## src/hdl/pinch_click_gesture_detector_top_macros.svh

```systemverilog
// ----------------------------------------------------------------------------
// pinch click gesture detector assertion macros
// concurrent checks on clk; PCGD_ASSERT is quiet while rst is high
// ----------------------------------------------------------------------------
`ifndef PINCH_CLICK_GESTURE_DETECTOR_TOP_MACROS_SVH
`define PINCH_CLICK_GESTURE_DETECTOR_TOP_MACROS_SVH

`ifndef SYNTHESIS
`define PCGD_ASSERT(name, prop) \
  name: assert property (@(posedge clk) disable iff (rst) (prop)) \
    else $error("pcgd check failed");
`define PCGD_ASSERT_ALWAYS(name, prop) \
  name: assert property (@(posedge clk) (prop)) \
    else $error("pcgd check failed");
`else
`define PCGD_ASSERT(name, prop)
`define PCGD_ASSERT_ALWAYS(name, prop)
`endif

`endif

```

## src/hdl/pcgd_pkg.sv

```systemverilog
// ----------------------------------------------------------------------------
// pcgd_pkg
// shared types and constants of the pinch click gesture detector
// ----------------------------------------------------------------------------
package pcgd_pkg;

  localparam int COORD_BITS_DEF = 16;
  localparam int TIME_BITS_DEF  = 32;
  localparam int LEVEL_BITS     = 15;
  localparam int CFG_DATA_BITS  = 16;
  localparam int CFG_IDX_BITS   = 2;
  localparam int QUEUE_DEPTH    = 4;

  localparam logic [CFG_IDX_BITS-1:0] CFG_DBL_WINDOW = 2'd0;
  localparam logic [CFG_IDX_BITS-1:0] CFG_HOLD_DRAG  = 2'd1;
  localparam logic [CFG_IDX_BITS-1:0] CFG_DEFER      = 2'd2;

  localparam logic [CFG_DATA_BITS-1:0] DBL_WINDOW_RST = 16'd300;
  localparam logic [CFG_DATA_BITS-1:0] HOLD_DRAG_RST  = 16'd300;

  typedef enum logic [2:0] {
    EV_NONE       = 3'd0,
    EV_CLICK      = 3'd1,
    EV_DOUBLE     = 3'd2,
    EV_DRAG_START = 3'd3,
    EV_DRAG_END   = 3'd4
  } gesture_t;

  // classification of one frame by the front end
  typedef struct packed {
    logic hand_valid;
    logic near;  // distance below pinch level
    logic far;   // distance above release level
  } frame_flags_t;

  typedef struct packed {
    logic [CFG_DATA_BITS-1:0] dbl_window;
    logic [CFG_DATA_BITS-1:0] hold_drag;
    logic                     defer;
  } gesture_cfg_t;

endpackage

```

## src/hdl/pcgd_front.sv

```systemverilog
// ----------------------------------------------------------------------------
// pcgd_front
// two-stage distance pipeline: tip deltas, squares, then threshold compare
// ----------------------------------------------------------------------------
module pcgd_front #(
  parameter int COORD_BITS = pcgd_pkg::COORD_BITS_DEF,
  parameter int TIME_BITS  = pcgd_pkg::TIME_BITS_DEF
) (
  input  logic                            clk,
  input  logic                            rst,
  input  logic                            take,
  input  logic                            hand_valid,
  input  logic signed [COORD_BITS-1:0]    thumb_x,
  input  logic signed [COORD_BITS-1:0]    thumb_y,
  input  logic signed [COORD_BITS-1:0]    index_x,
  input  logic signed [COORD_BITS-1:0]    index_y,
  input  logic [pcgd_pkg::LEVEL_BITS-1:0] pinch_level,
  input  logic [pcgd_pkg::LEVEL_BITS-1:0] release_level,
  input  logic [TIME_BITS-1:0]            time_ms,
  output logic [1:0]                      inflight,
  output logic                            push,
  output pcgd_pkg::frame_flags_t          flags,
  output logic [TIME_BITS-1:0]            push_time
);

  localparam int LW   = pcgd_pkg::LEVEL_BITS;
  localparam int SQW  = 2 * COORD_BITS;
  localparam int D2W  = SQW + 1;
  localparam int CMPW = (D2W > 2 * LW) ? D2W : 2 * LW;

  logic signed [COORD_BITS:0] dx, dy;
  logic [COORD_BITS-1:0]      dx_abs, dy_abs;

  // stage 1
  logic                  v1, hv1;
  logic [COORD_BITS-1:0] dx_mag, dy_mag;
  logic [LW-1:0]         pin1, rel1;
  logic [TIME_BITS-1:0]  t1;

  // stage 2
  logic                  v2, hv2;
  logic [SQW-1:0]        dx2, dy2;
  logic [2*LW-1:0]       pin2, rel2;
  logic [TIME_BITS-1:0]  t2;

  logic [D2W-1:0]        d2;

  always_comb begin
    dx = $signed({thumb_x[COORD_BITS-1], thumb_x}) - $signed({index_x[COORD_BITS-1], index_x});
    dy = $signed({thumb_y[COORD_BITS-1], thumb_y}) - $signed({index_y[COORD_BITS-1], index_y});
    dx_abs = dx[COORD_BITS] ? COORD_BITS'(-dx) : dx[COORD_BITS-1:0];
    dy_abs = dy[COORD_BITS] ? COORD_BITS'(-dy) : dy[COORD_BITS-1:0];
  end

  always_ff @(posedge clk) begin
    if (rst) begin
      v1 <= 1'b0;
      v2 <= 1'b0;
    end else begin
      v1 <= take;
      v2 <= v1;
    end
    hv1    <= hand_valid;
    dx_mag <= dx_abs;
    dy_mag <= dy_abs;
    pin1   <= pinch_level;
    rel1   <= release_level;
    t1     <= time_ms;
    hv2    <= hv1;
    dx2    <= SQW'(dx_mag) * SQW'(dx_mag);
    dy2    <= SQW'(dy_mag) * SQW'(dy_mag);
    pin2   <= (2*LW)'(pin1) * (2*LW)'(pin1);
    rel2   <= (2*LW)'(rel1) * (2*LW)'(rel1);
    t2     <= t1;
  end

  always_comb begin
    d2               = D2W'(dx2) + D2W'(dy2);
    push             = v2;
    flags.hand_valid = hv2;
    flags.near       = CMPW'(d2) < CMPW'(pin2);
    flags.far        = CMPW'(d2) > CMPW'(rel2);
    push_time        = t2;
    inflight         = {1'b0, v1} + {1'b0, v2};
  end

endmodule

```

## src/hdl/pcgd_queue.sv

```systemverilog
// ----------------------------------------------------------------------------
// pcgd_queue
// short queue between the classifying front end and the gesture back end
// ----------------------------------------------------------------------------
`include "pinch_click_gesture_detector_top_macros.svh"

module pcgd_queue #(
  parameter int WIDTH = 8,
  parameter int DEPTH = pcgd_pkg::QUEUE_DEPTH
) (
  input  logic                       clk,
  input  logic                       rst,
  input  logic                       push,
  input  logic [WIDTH-1:0]           wdata,
  input  logic                       pop,
  output logic [WIDTH-1:0]           rdata,
  output logic                       empty,
  output logic [$clog2(DEPTH+1)-1:0] count
);

  localparam int PW = (DEPTH > 1) ? $clog2(DEPTH) : 1;
  localparam int CW = $clog2(DEPTH + 1);

  logic [WIDTH-1:0] slots [DEPTH];
  logic [PW-1:0]    wr_ptr, rd_ptr;

  always_ff @(posedge clk) begin
    if (rst) begin
      wr_ptr <= '0;
      rd_ptr <= '0;
      count  <= '0;
    end else begin
      if (push) begin
        wr_ptr <= (wr_ptr == PW'(DEPTH - 1)) ? '0 : wr_ptr + 1'b1;
      end
      if (pop) begin
        rd_ptr <= (rd_ptr == PW'(DEPTH - 1)) ? '0 : rd_ptr + 1'b1;
      end
      count <= count + CW'(push) - CW'(pop);
    end
    if (push) begin
      slots[wr_ptr] <= wdata;
    end
  end

  assign rdata = slots[rd_ptr];
  assign empty = (count == '0);

  `PCGD_ASSERT(a_no_overflow, push |-> (count < CW'(DEPTH)) || pop)
  `PCGD_ASSERT(a_no_underflow, pop |-> !empty)
  `PCGD_ASSERT(a_count_bound, count <= CW'(DEPTH))

endmodule

```

## src/hdl/pcgd_back.sv

```systemverilog
// ----------------------------------------------------------------------------
// pcgd_back
// gesture phase tracker: clicks, double clicks, drags, deferred clicks
// ----------------------------------------------------------------------------
`include "pinch_click_gesture_detector_top_macros.svh"

module pcgd_back #(
  parameter int TIME_BITS = pcgd_pkg::TIME_BITS_DEF
) (
  input  logic                   clk,
  input  logic                   rst,
  input  pcgd_pkg::gesture_cfg_t cfg,
  input  logic                   q_empty,
  input  pcgd_pkg::frame_flags_t q_flags,
  input  logic [TIME_BITS-1:0]   q_time,
  output logic                   pop,
  output logic                   out_valid,
  input  logic                   out_stall,
  output logic [2:0]             gesture_event
);

  typedef enum logic [1:0] {
    PH_IDLE  = 2'd0,
    PH_PINCH = 2'd1,
    PH_HELD  = 2'd2
  } phase_t;

  phase_t             phase, phase_next;
  logic [TIME_BITS-1:0] pinch_start_time, last_click_time, pending_start_time;
  logic               last_click_known, click_pending;
  logic               click_pending_next;
  logic               set_pinch_start, set_last_click, set_pending_start, set_known;
  pcgd_pkg::gesture_t ev, ev_next;

  logic [TIME_BITS-1:0] window_t, hold_t;
  logic [TIME_BITS-1:0] pend_age, click_age, pinch_age;
  logic                 pend_fire;

  always_comb begin
    window_t  = TIME_BITS'(cfg.dbl_window);
    hold_t    = TIME_BITS'(cfg.hold_drag);
    pend_age  = q_time - pending_start_time;
    click_age = q_time - last_click_time;
    pinch_age = q_time - pinch_start_time;
    pend_fire = click_pending && (pend_age >= window_t);
  end

  assign pop = !q_empty && (!out_valid || !out_stall);

  always_comb begin
    phase_next         = phase;
    click_pending_next = click_pending;
    ev_next            = pcgd_pkg::EV_NONE;
    set_pinch_start    = 1'b0;
    set_last_click     = 1'b0;
    set_pending_start  = 1'b0;
    set_known          = 1'b0;
    if (q_flags.hand_valid) begin
      if (pend_fire) begin
        click_pending_next = 1'b0;
        ev_next            = pcgd_pkg::EV_CLICK;
      end else begin
        case (phase)
          PH_PINCH: begin
            if (q_flags.far) begin
              if (last_click_known && (click_age < window_t)) begin
                ev_next            = pcgd_pkg::EV_DOUBLE;
                click_pending_next = 1'b0;
              end else if (cfg.defer) begin
                click_pending_next = 1'b1;
                set_pending_start  = 1'b1;
              end else begin
                ev_next = pcgd_pkg::EV_CLICK;
              end
              set_last_click = 1'b1;
              set_known      = 1'b1;
              phase_next     = PH_IDLE;
            end else if (pinch_age > hold_t) begin
              ev_next    = pcgd_pkg::EV_DRAG_START;
              phase_next = PH_HELD;
            end
          end
          PH_HELD: begin
            if (q_flags.far) begin
              ev_next    = pcgd_pkg::EV_DRAG_END;
              phase_next = PH_IDLE;
            end
          end
          default: begin
            phase_next = PH_IDLE;
            if (q_flags.near) begin
              phase_next      = PH_PINCH;
              set_pinch_start = 1'b1;
            end
          end
        endcase
      end
    end
  end

  always_ff @(posedge clk) begin
    if (rst) begin
      phase            <= PH_IDLE;
      click_pending    <= 1'b0;
      last_click_known <= 1'b0;
      out_valid        <= 1'b0;
      ev               <= pcgd_pkg::EV_NONE;
    end else if (pop) begin
      phase         <= phase_next;
      click_pending <= click_pending_next;
      out_valid     <= 1'b1;
      ev            <= ev_next;
      if (set_known) begin
        last_click_known <= 1'b1;
      end
    end else if (!out_stall) begin
      out_valid <= 1'b0;
    end
    if (pop && set_pinch_start) begin
      pinch_start_time <= q_time;
    end
    if (pop && set_last_click) begin
      last_click_time <= q_time;
    end
    if (pop && set_pending_start) begin
      pending_start_time <= q_time;
    end
  end

  assign gesture_event = ev;

  `PCGD_ASSERT(a_no_hand_no_event, (pop && !q_flags.hand_valid) |=> (ev == pcgd_pkg::EV_NONE))
  `PCGD_ASSERT(a_fire_clears_pending, (pop && q_flags.hand_valid && pend_fire) |=> !click_pending)
  `PCGD_ASSERT(a_drag_end_from_held, (pop && ev_next == pcgd_pkg::EV_DRAG_END) |-> (phase == PH_HELD))
  `PCGD_ASSERT(a_pop_gives_beat, pop |=> out_valid)

endmodule

```

## src/hdl/pinch_click_gesture_detector_top.sv

```systemverilog
// ----------------------------------------------------------------------------
// pinch_click_gesture_detector_top
// one gesture event per hand frame from squared tip distance with hysteresis
// ----------------------------------------------------------------------------
// throughput: one frame per cycle unless a stall holds it, set by the back end phase update
// path: an accepted frame passes the delta stage, the square stage and the queue write,
//   then the phase update into the output register, where its event beat is valid
// the front end admits a frame only while the four-entry queue has a slot for it
// rst (synchronous) empties the pipeline and queue, returns to idle with no click
//   pending or known, and loads the register reset values
module pinch_click_gesture_detector_top #(
  parameter int COORD_BITS = pcgd_pkg::COORD_BITS_DEF,
  parameter int TIME_BITS  = pcgd_pkg::TIME_BITS_DEF
) (
  input  logic                               clk,
  input  logic                               rst,
  input  logic                               in_valid,
  output logic                               in_stall,
  input  logic                               hand_valid,
  input  logic signed [COORD_BITS-1:0]       thumb_x,
  input  logic signed [COORD_BITS-1:0]       thumb_y,
  input  logic signed [COORD_BITS-1:0]       index_x,
  input  logic signed [COORD_BITS-1:0]       index_y,
  input  logic [pcgd_pkg::LEVEL_BITS-1:0]    pinch_level,
  input  logic [pcgd_pkg::LEVEL_BITS-1:0]    release_level,
  input  logic [TIME_BITS-1:0]               time_ms,
  output logic                               out_valid,
  input  logic                               out_stall,
  output logic [2:0]                         gesture_event,
  input  logic                               cfg_valid,
  output logic                               cfg_ready,
  input  logic [pcgd_pkg::CFG_IDX_BITS-1:0]  cfg_index,
  input  logic [pcgd_pkg::CFG_DATA_BITS-1:0] cfg_data
);

  localparam int DEPTH = pcgd_pkg::QUEUE_DEPTH;
  localparam int CW    = $clog2(DEPTH + 1);
  localparam int QW    = TIME_BITS + $bits(pcgd_pkg::frame_flags_t);
  localparam int SW    = CW + 1;

  pcgd_pkg::gesture_cfg_t cfg;
  pcgd_pkg::frame_flags_t push_flags, q_flags;
  logic [TIME_BITS-1:0]   push_time, q_time;
  logic [1:0]             inflight;
  logic                   take, push, pop, q_empty;
  logic [CW-1:0]          q_count;
  logic [QW-1:0]          q_rdata;

  // credit check: queue entries plus frames still in the front pipeline
  assign in_stall  = (SW'(q_count) + SW'(inflight)) >= SW'(DEPTH);
  assign take      = in_valid && !in_stall;
  assign cfg_ready = 1'b1;

  always_ff @(posedge clk) begin
    if (rst) begin
      cfg.dbl_window <= pcgd_pkg::DBL_WINDOW_RST;
      cfg.hold_drag  <= pcgd_pkg::HOLD_DRAG_RST;
      cfg.defer      <= 1'b0;
    end else if (cfg_valid && cfg_ready) begin
      case (cfg_index)
        pcgd_pkg::CFG_DBL_WINDOW: cfg.dbl_window <= cfg_data;
        pcgd_pkg::CFG_HOLD_DRAG:  cfg.hold_drag  <= cfg_data;
        pcgd_pkg::CFG_DEFER:      cfg.defer      <= cfg_data[0];
        default: ;
      endcase
    end
  end

  pcgd_front #(
    .COORD_BITS(COORD_BITS),
    .TIME_BITS (TIME_BITS)
  ) u_front (
    .clk          (clk),
    .rst          (rst),
    .take         (take),
    .hand_valid   (hand_valid),
    .thumb_x      (thumb_x),
    .thumb_y      (thumb_y),
    .index_x      (index_x),
    .index_y      (index_y),
    .pinch_level  (pinch_level),
    .release_level(release_level),
    .time_ms      (time_ms),
    .inflight     (inflight),
    .push         (push),
    .flags        (push_flags),
    .push_time    (push_time)
  );

  pcgd_queue #(
    .WIDTH(QW),
    .DEPTH(DEPTH)
  ) u_queue (
    .clk  (clk),
    .rst  (rst),
    .push (push),
    .wdata({push_time, push_flags}),
    .pop  (pop),
    .rdata(q_rdata),
    .empty(q_empty),
    .count(q_count)
  );

  assign q_flags = q_rdata[$bits(pcgd_pkg::frame_flags_t)-1:0];
  assign q_time  = q_rdata[QW-1:$bits(pcgd_pkg::frame_flags_t)];

  pcgd_back #(
    .TIME_BITS(TIME_BITS)
  ) u_back (
    .clk          (clk),
    .rst          (rst),
    .cfg          (cfg),
    .q_empty      (q_empty),
    .q_flags      (q_flags),
    .q_time       (q_time),
    .pop          (pop),
    .out_valid    (out_valid),
    .out_stall    (out_stall),
    .gesture_event(gesture_event)
  );

endmodule

```

## config.mk

```make
export PLATFORM = sky130hd
export DESIGN_NAME = pinch_click_gesture_detector_top
export DESIGN_NICKNAME = d
export VERILOG_FILES = /design/src/hdl/pcgd_pkg.sv /design/src/hdl/pcgd_front.sv /design/src/hdl/pcgd_queue.sv /design/src/hdl/pcgd_back.sv /design/src/hdl/pinch_click_gesture_detector_top.sv
export VERILOG_INCLUDE_DIRS = /design/src /design/src/hdl
export SDC_FILE = /design/constraint.sdc
export NUM_CORES = 2
export LEC_CHECK = 0
export BUFFER_PORTS_ARGS = -buffer_cell sky130_fd_sc_hd__buf_2
export CORE_UTILIZATION = 70
export DETAILED_ROUTE_END_ITERATION = 7
export GPL_ROUTABILITY_DRIVEN = 0
export GPL_TIMING_DRIVEN = 0
export MAX_ROUTING_LAYER = met4
export PLACE_DENSITY_LB_ADDON = 0.25
export SYNTH_ARGS = -nofsm -noshare
export SYNTH_HDL_FRONTEND = slang
export SYNTH_SLANG_ARGS = --single-unit
```

## constraint.sdc

```tcl
create_clock -name clk -period 13.8 [get_ports clk]
set_clock_uncertainty 0.05 [all_clocks]
set_input_delay 3.45 -clock clk [delete_from_list [all_inputs] [get_ports clk]]
set_output_delay 3.45 -clock clk [all_outputs]
set_load 0.1 [all_outputs]
```

# Word level (Yosys, flattened, before mapping)
# Memories as Yosys holds them, arrays and structs flattened. A register that Yosys moved wholly into a read port is not among the register bits.
# Cells that the tools add are included.
[totals] memories=1 out_inout_bits=6 ramBits=140 elab_cells=129 register_bits=398 inputBits=150
[classes] n_reduce_logical=24 add_sub_neg=14 n_bitwise=1 multipliers=4 n_lt_le_gt_ge=6 mux=42 eq_ne=9
[mem_list] name="u_queue.slots" words=4 width=35 read_ports=1 rd_clocked_by_memory_dff=1 wr=1 line="pcgd_queue.sv:24" rtl="logic [WIDTH-1:0] slots [DEPTH];"
[ops] op="$sub A32 B32 Y32" count=3
[ops] op="$mul A16 B16 Y32" count=2
[ops] op="$mul A15 B15 Y30" count=2
[ops] op="$sub A16 B16 Y17" count=2
[ops] op="$add A32 B32 Y33" count=1
[ops] op="$gt A33 B30 Y1" count=1
[ops] op="$lt A33 B30 Y1" count=1
[ops] op="$ge A32 B16 Y1" count=1
[ops] op="$gt A32 B16 Y1" count=1
[ops] op="$lt A32 B16 Y1" count=1
[ops] op="$mux W16" count=2
[ops] op="$neg A16 Y16" count=2
[ops] op="$mux W1" count=25
[ops] op="$mux W2" count=8
[ops] op="$mux W3" count=5
[ops] op="$reduce_and A5 Y1" count=2
[ops] op="$eq A2 B2 Y1 const B" count=4
[ops] op="$reduce_and A2 Y1" count=4
[ops] op="$logic_and A1 B1 Y1" count=7
[ops] op="$pmux W3 S2" count=1
[ops] op="$add A2 B1 Y2 const B" count=2
[ops] op="$add A3 B2 Y4" count=1
[ops] op="$eq A2 B1 Y1 const B" count=2
[ops] op="$ge A4 B3 Y1 const B" count=1
[ops] op="15 further kinds" count=19

# Depth between registers and ports, before layout
[depth] word_depth=9 depth_mapped=27 ltp_nobuf=26

# By module
# From an unflattened synthesis, not the netlist that was laid out.
[unflattened] cells_unflattened=5503 area_unflattened_um2=53612.7
[by_module_without_submodules] module="pcgd_front" seq_area_each_um2=5004.8 n_inst=1 cells_each=3988 area_per_inst_um2=36566.3
[by_module_without_submodules] module="pcgd_back" seq_area_each_um2=3042.9 n_inst=1 cells_each=1158 area_per_inst_um2=10088.4
[by_module_without_submodules] module="pcgd_queue" seq_area_each_um2=4384.2 n_inst=1 cells_each=224 area_per_inst_um2=5542.8
[by_module_without_submodules] module="pinch_click_gesture_detector_top" seq_area_each_um2=660.6 n_inst=1 cells_each=133 area_per_inst_um2=1415.1

# Worst setup path after synthesis
# OpenSTA, ideal clock, no wires.
[synth_timing] path_kind="flip-flop to flip-flop" startpoint="reg with a tool-made name" endpoint="reg u_back.pending_start_time[0] (enable)" required_time_ns=13.309 setup_slack_ns=6.387 arrival_time_ns=6.922 n_path_buf=2 stages_incl_launch_ff=24 setup_ns=0.441 period_less_slack_ns=7.413 cell_sequence="dfxtp_1 -> buf_6 -> buf_1 -> mux4_2 -> ha_1 -> o21ai_0 -> a211oi_1 -> o21ai_1 -> and3_1 -> o21bai_1 -> nand2_1 -> nand2b_1 -> a21oi_1 -> xnor2_1 -> ha_1 -> a2111oi_0 -> o2111ai_1 -> nor3_2 -> o21ai_1 -> nor4_2 -> nand4_1 -> o41ai_4 -> nand2_2 -> nor4b_2"
[synth_lines] item="to (signal assigned)" line="pcgd_back.sv:126" rtl="pending_start_time <= q_time;"
[synth_lines] item="to (decl)" line="pcgd_back.sv:29" rtl="logic [TIME_BITS-1:0] pinch_start_time, last_click_time, pending_start_time;"

==> reports/qor.csv <==
metric,value,unit
run status,completed,
synthesized flop and latch total,536,
synth cell count leaders,"inv_1, ha_1, fa_1",
CTS H-tree lvls,2,
ys flop type,dfxtp_1,
dpl hpwl,95930,µm
Die Y,277.0,µm
CTS tree,done,
Post-Synthesis Cells,5463,
clock buffer count from CTS,56,
Synth Net Count,6878,
Die ar.,0.07672,mm²
met3 WL,8944,µm
Final Hold Viols,0,
vias in the first global route,40816,
routed vias,38779,
Critical Path Slowest Stage Cell,buf_1,
mux contribution to synthesized area,1.825,%
WP data required,14.02,ns
final slew viol count,0,
M1 wire length,47390,µm
drt first pass iters,6,
synthesized area,0.05293,mm²
Fmax,0.1252,GHz
worst rel slew slack,27.73,%
share of cells above drive strength 1,6.273,%
Min-Delay Path Class,reg2reg,
initial antenna violation count,2,
clock latency on the worst-skew pair,0.66,ns
CP cell instances,"buf_6, buf_1, mux4_2, ha_1, nand3_1, a211oi_1, o21ai_1, and3_1, o21bai_1, xor2_1, ha_1, a21oi_1, nor2b_1, o21ai_0, o2111ai_1, nor3_2, o21ai_1, nor4_2, nand4_1, o41ai_4, nand2_2, nor2_4",
xor/xnor share of the synthesized area,4.250,%
initial core utilization,70.98,%
cell taking the most area after synthesis,fa_1,
first-pass GRT wire length,200400,µm
synth top area cells,"fa_1, ha_1, edfxtp_1, dfxtp_1, inv_1",
met2 wire length,59850,µm
# IOs,156,
Simple-Gate Fraction of Synth Area,11.62,%
Synth Area in Compound Gates,9.772,%
Hold Crit Depth,0,
CP max FO,32,
# DRC,0,
most common cell in the netlist,inv_1,
Least-Margin Pin Slew,1.084,ns
total grt overflow,0,
Core Region,0.07457,mm²
CP Capture Type,register,
final setup violating endpoints,0,
Final ANT Viol Nets,0,
drt via density,5.795,
maximum clock path buffer count,3,
WL/cell,18.16,µm
period utilisation layout,57.90,%
overall global routing resource usage,33.56,%
"CTS clk-pin slew, worst paths",0.06,ns
RSZ-0062 raised after global routing,false,
largest family of logic cells by synthesized area,adder cells,
clk sinks,536,
"Seq/Total Area, Yosys",24.73,%
Antenna Cells,0,
Die Wd,277.0,µm
drt initial violations,2980,
"EDFF count, synth",236,
FP Rows,100,
area grow syn2layout,7.512,%
adder-cell share of the synthesized area,38.48,%
WS Path Type,reg2reg,
pin count of the biggest net entering global routing,36,
Critical Path Max Stage Delay,0.82,ns
drt total wl,121500,µm
Synth top area share,22.88,%
DR top layer,met4,
synth warn,0,
CTS root buffer,clkbuf_16,
PortBufs,153,
asr flop ratio synth,0,%
FF-to-FF path depth,22,
setup TNS,0,ns
distinct cell type count after synthesis,96,
CTS hold repair buffers,0,
CP arrival,8.21,ns
minimum clock period,7.990,ns
post-CTS setup buffer count,0,
Nets,7093,
MaxCap Viol Count,0,
post-CTS sizing,0,
FILL cells,4939,
Worst setup SP type,register,
average size of a mapped cell,9.689,µm²
through the flow:
step | setup slack, ns | std cells | utilization [%] | hold slack [ns] | cell area [µm²]
6_report | 5.810 | 6692 | 76.32 | 0.2757 | 56910
5_1_grt | 5.369 | 6692 | 76.32 | 0.2855 | 56910
4_1_cts | 5.830 | 6692 | 76.32 | 0.2750 | 56910
3_5_place_dp | 5.865 | 6589 | 73.76 | 0.2621 | 55010
3_3_place_gp | 4.047 | 6585 | 73.64 | 0.2611 | 54910
2_1_floorplan | 6.387 | 5463 | - | 0.2596 | 52930
registers in the layout, indices dropped and copies added (netlist names), 31 cells and up, named ones only:
register                   count
cfg                           33
u_back.last_click_time        32
u_back.pending_start_time     32
u_back.pinch_start_time       32
u_front.dx2                   31
u_front.dy2                   31
u_front.push_time             32
u_front.t1                    32
u_queue.slots                140
critical path, delay by kind of cell (launching register included):
| family | cells | cell delay (ns) |
|---|---|---|
| simple gates | 8 | 2.15 |
| flops | 1 | 0.33 |
| buf+inv | 2 | 0.98 |
| compound gates | 8 | 2.39 |
| xor+xnor | 1 | 0.25 |
| fa+ha+maj | 2 | 0.70 |
| mux | 1 | 0.70 |
placed cells by master (no fill, tap or decap), drive strengths merged, types with 131 or more instances in the layout:
master / Yosys / layout
clkbuf: 106 / 177
fa: 605 / 605
nor2: 249 / 249
a21oi: 233 / 233
xnor2: 189 / 189
and2: 170 / 170
nand2: 455 / 455
buf: 13 / 170
o21ai: 131 / 131
inv: 1188 / 1195
edfxtp: 236 / 236
ha: 660 / 660
dfxtp: 300 / 300
path summary, 6_finish.rpt:
kind / start / slack [ns] / to
max: register / 5.81 / u_back.last_click_time[22]
min: u_front.t1[25] / 0.28 / u_front.push_time[25]
max reg2reg: register / 5.81 / u_back.last_click_time[22]
min reg2reg: u_front.t1[25] / 0.28 / u_front.push_time[25]
cell families (layout without fill, tap and decap cells):
group,after synthesis,count (layout)
buf+inv,1307,1567
simple gates,1274,1274
fa+ha+maj,1265,1265
compound gates,772,772
flops,536,536
xor+xnor,256,256
mux,52,52
other cells,1,1
layer usage:
metal	GRT usage, %	up-vias
met5	-	-
met4	13.58	0
met3	4.935	385
met2	56.71	1540
met1	40.45	18725
li1	-	18129
area by class of cell:
class / count / area (µm²) / area share, %
Multi-Input combinational cell: 3620 / 34940 / 61.40
Sequential cell: 536 / 13090 / 23.01
Inverter: 1188 / 4459 / 7.836
Clock buffer: 71 / 1582 / 2.779
Tap cell: 969 / 1212 / 2.130
Timing Repair Buffer: 157 / 832.0 / 1.462
Buffer: 119 / 467.9 / 0.8223
Clock inverter: 32 / 321.6 / 0.5650
Power is not shown: default switching activity piles up to over one toggle a cycle in this logic, so the estimate is an artifact.
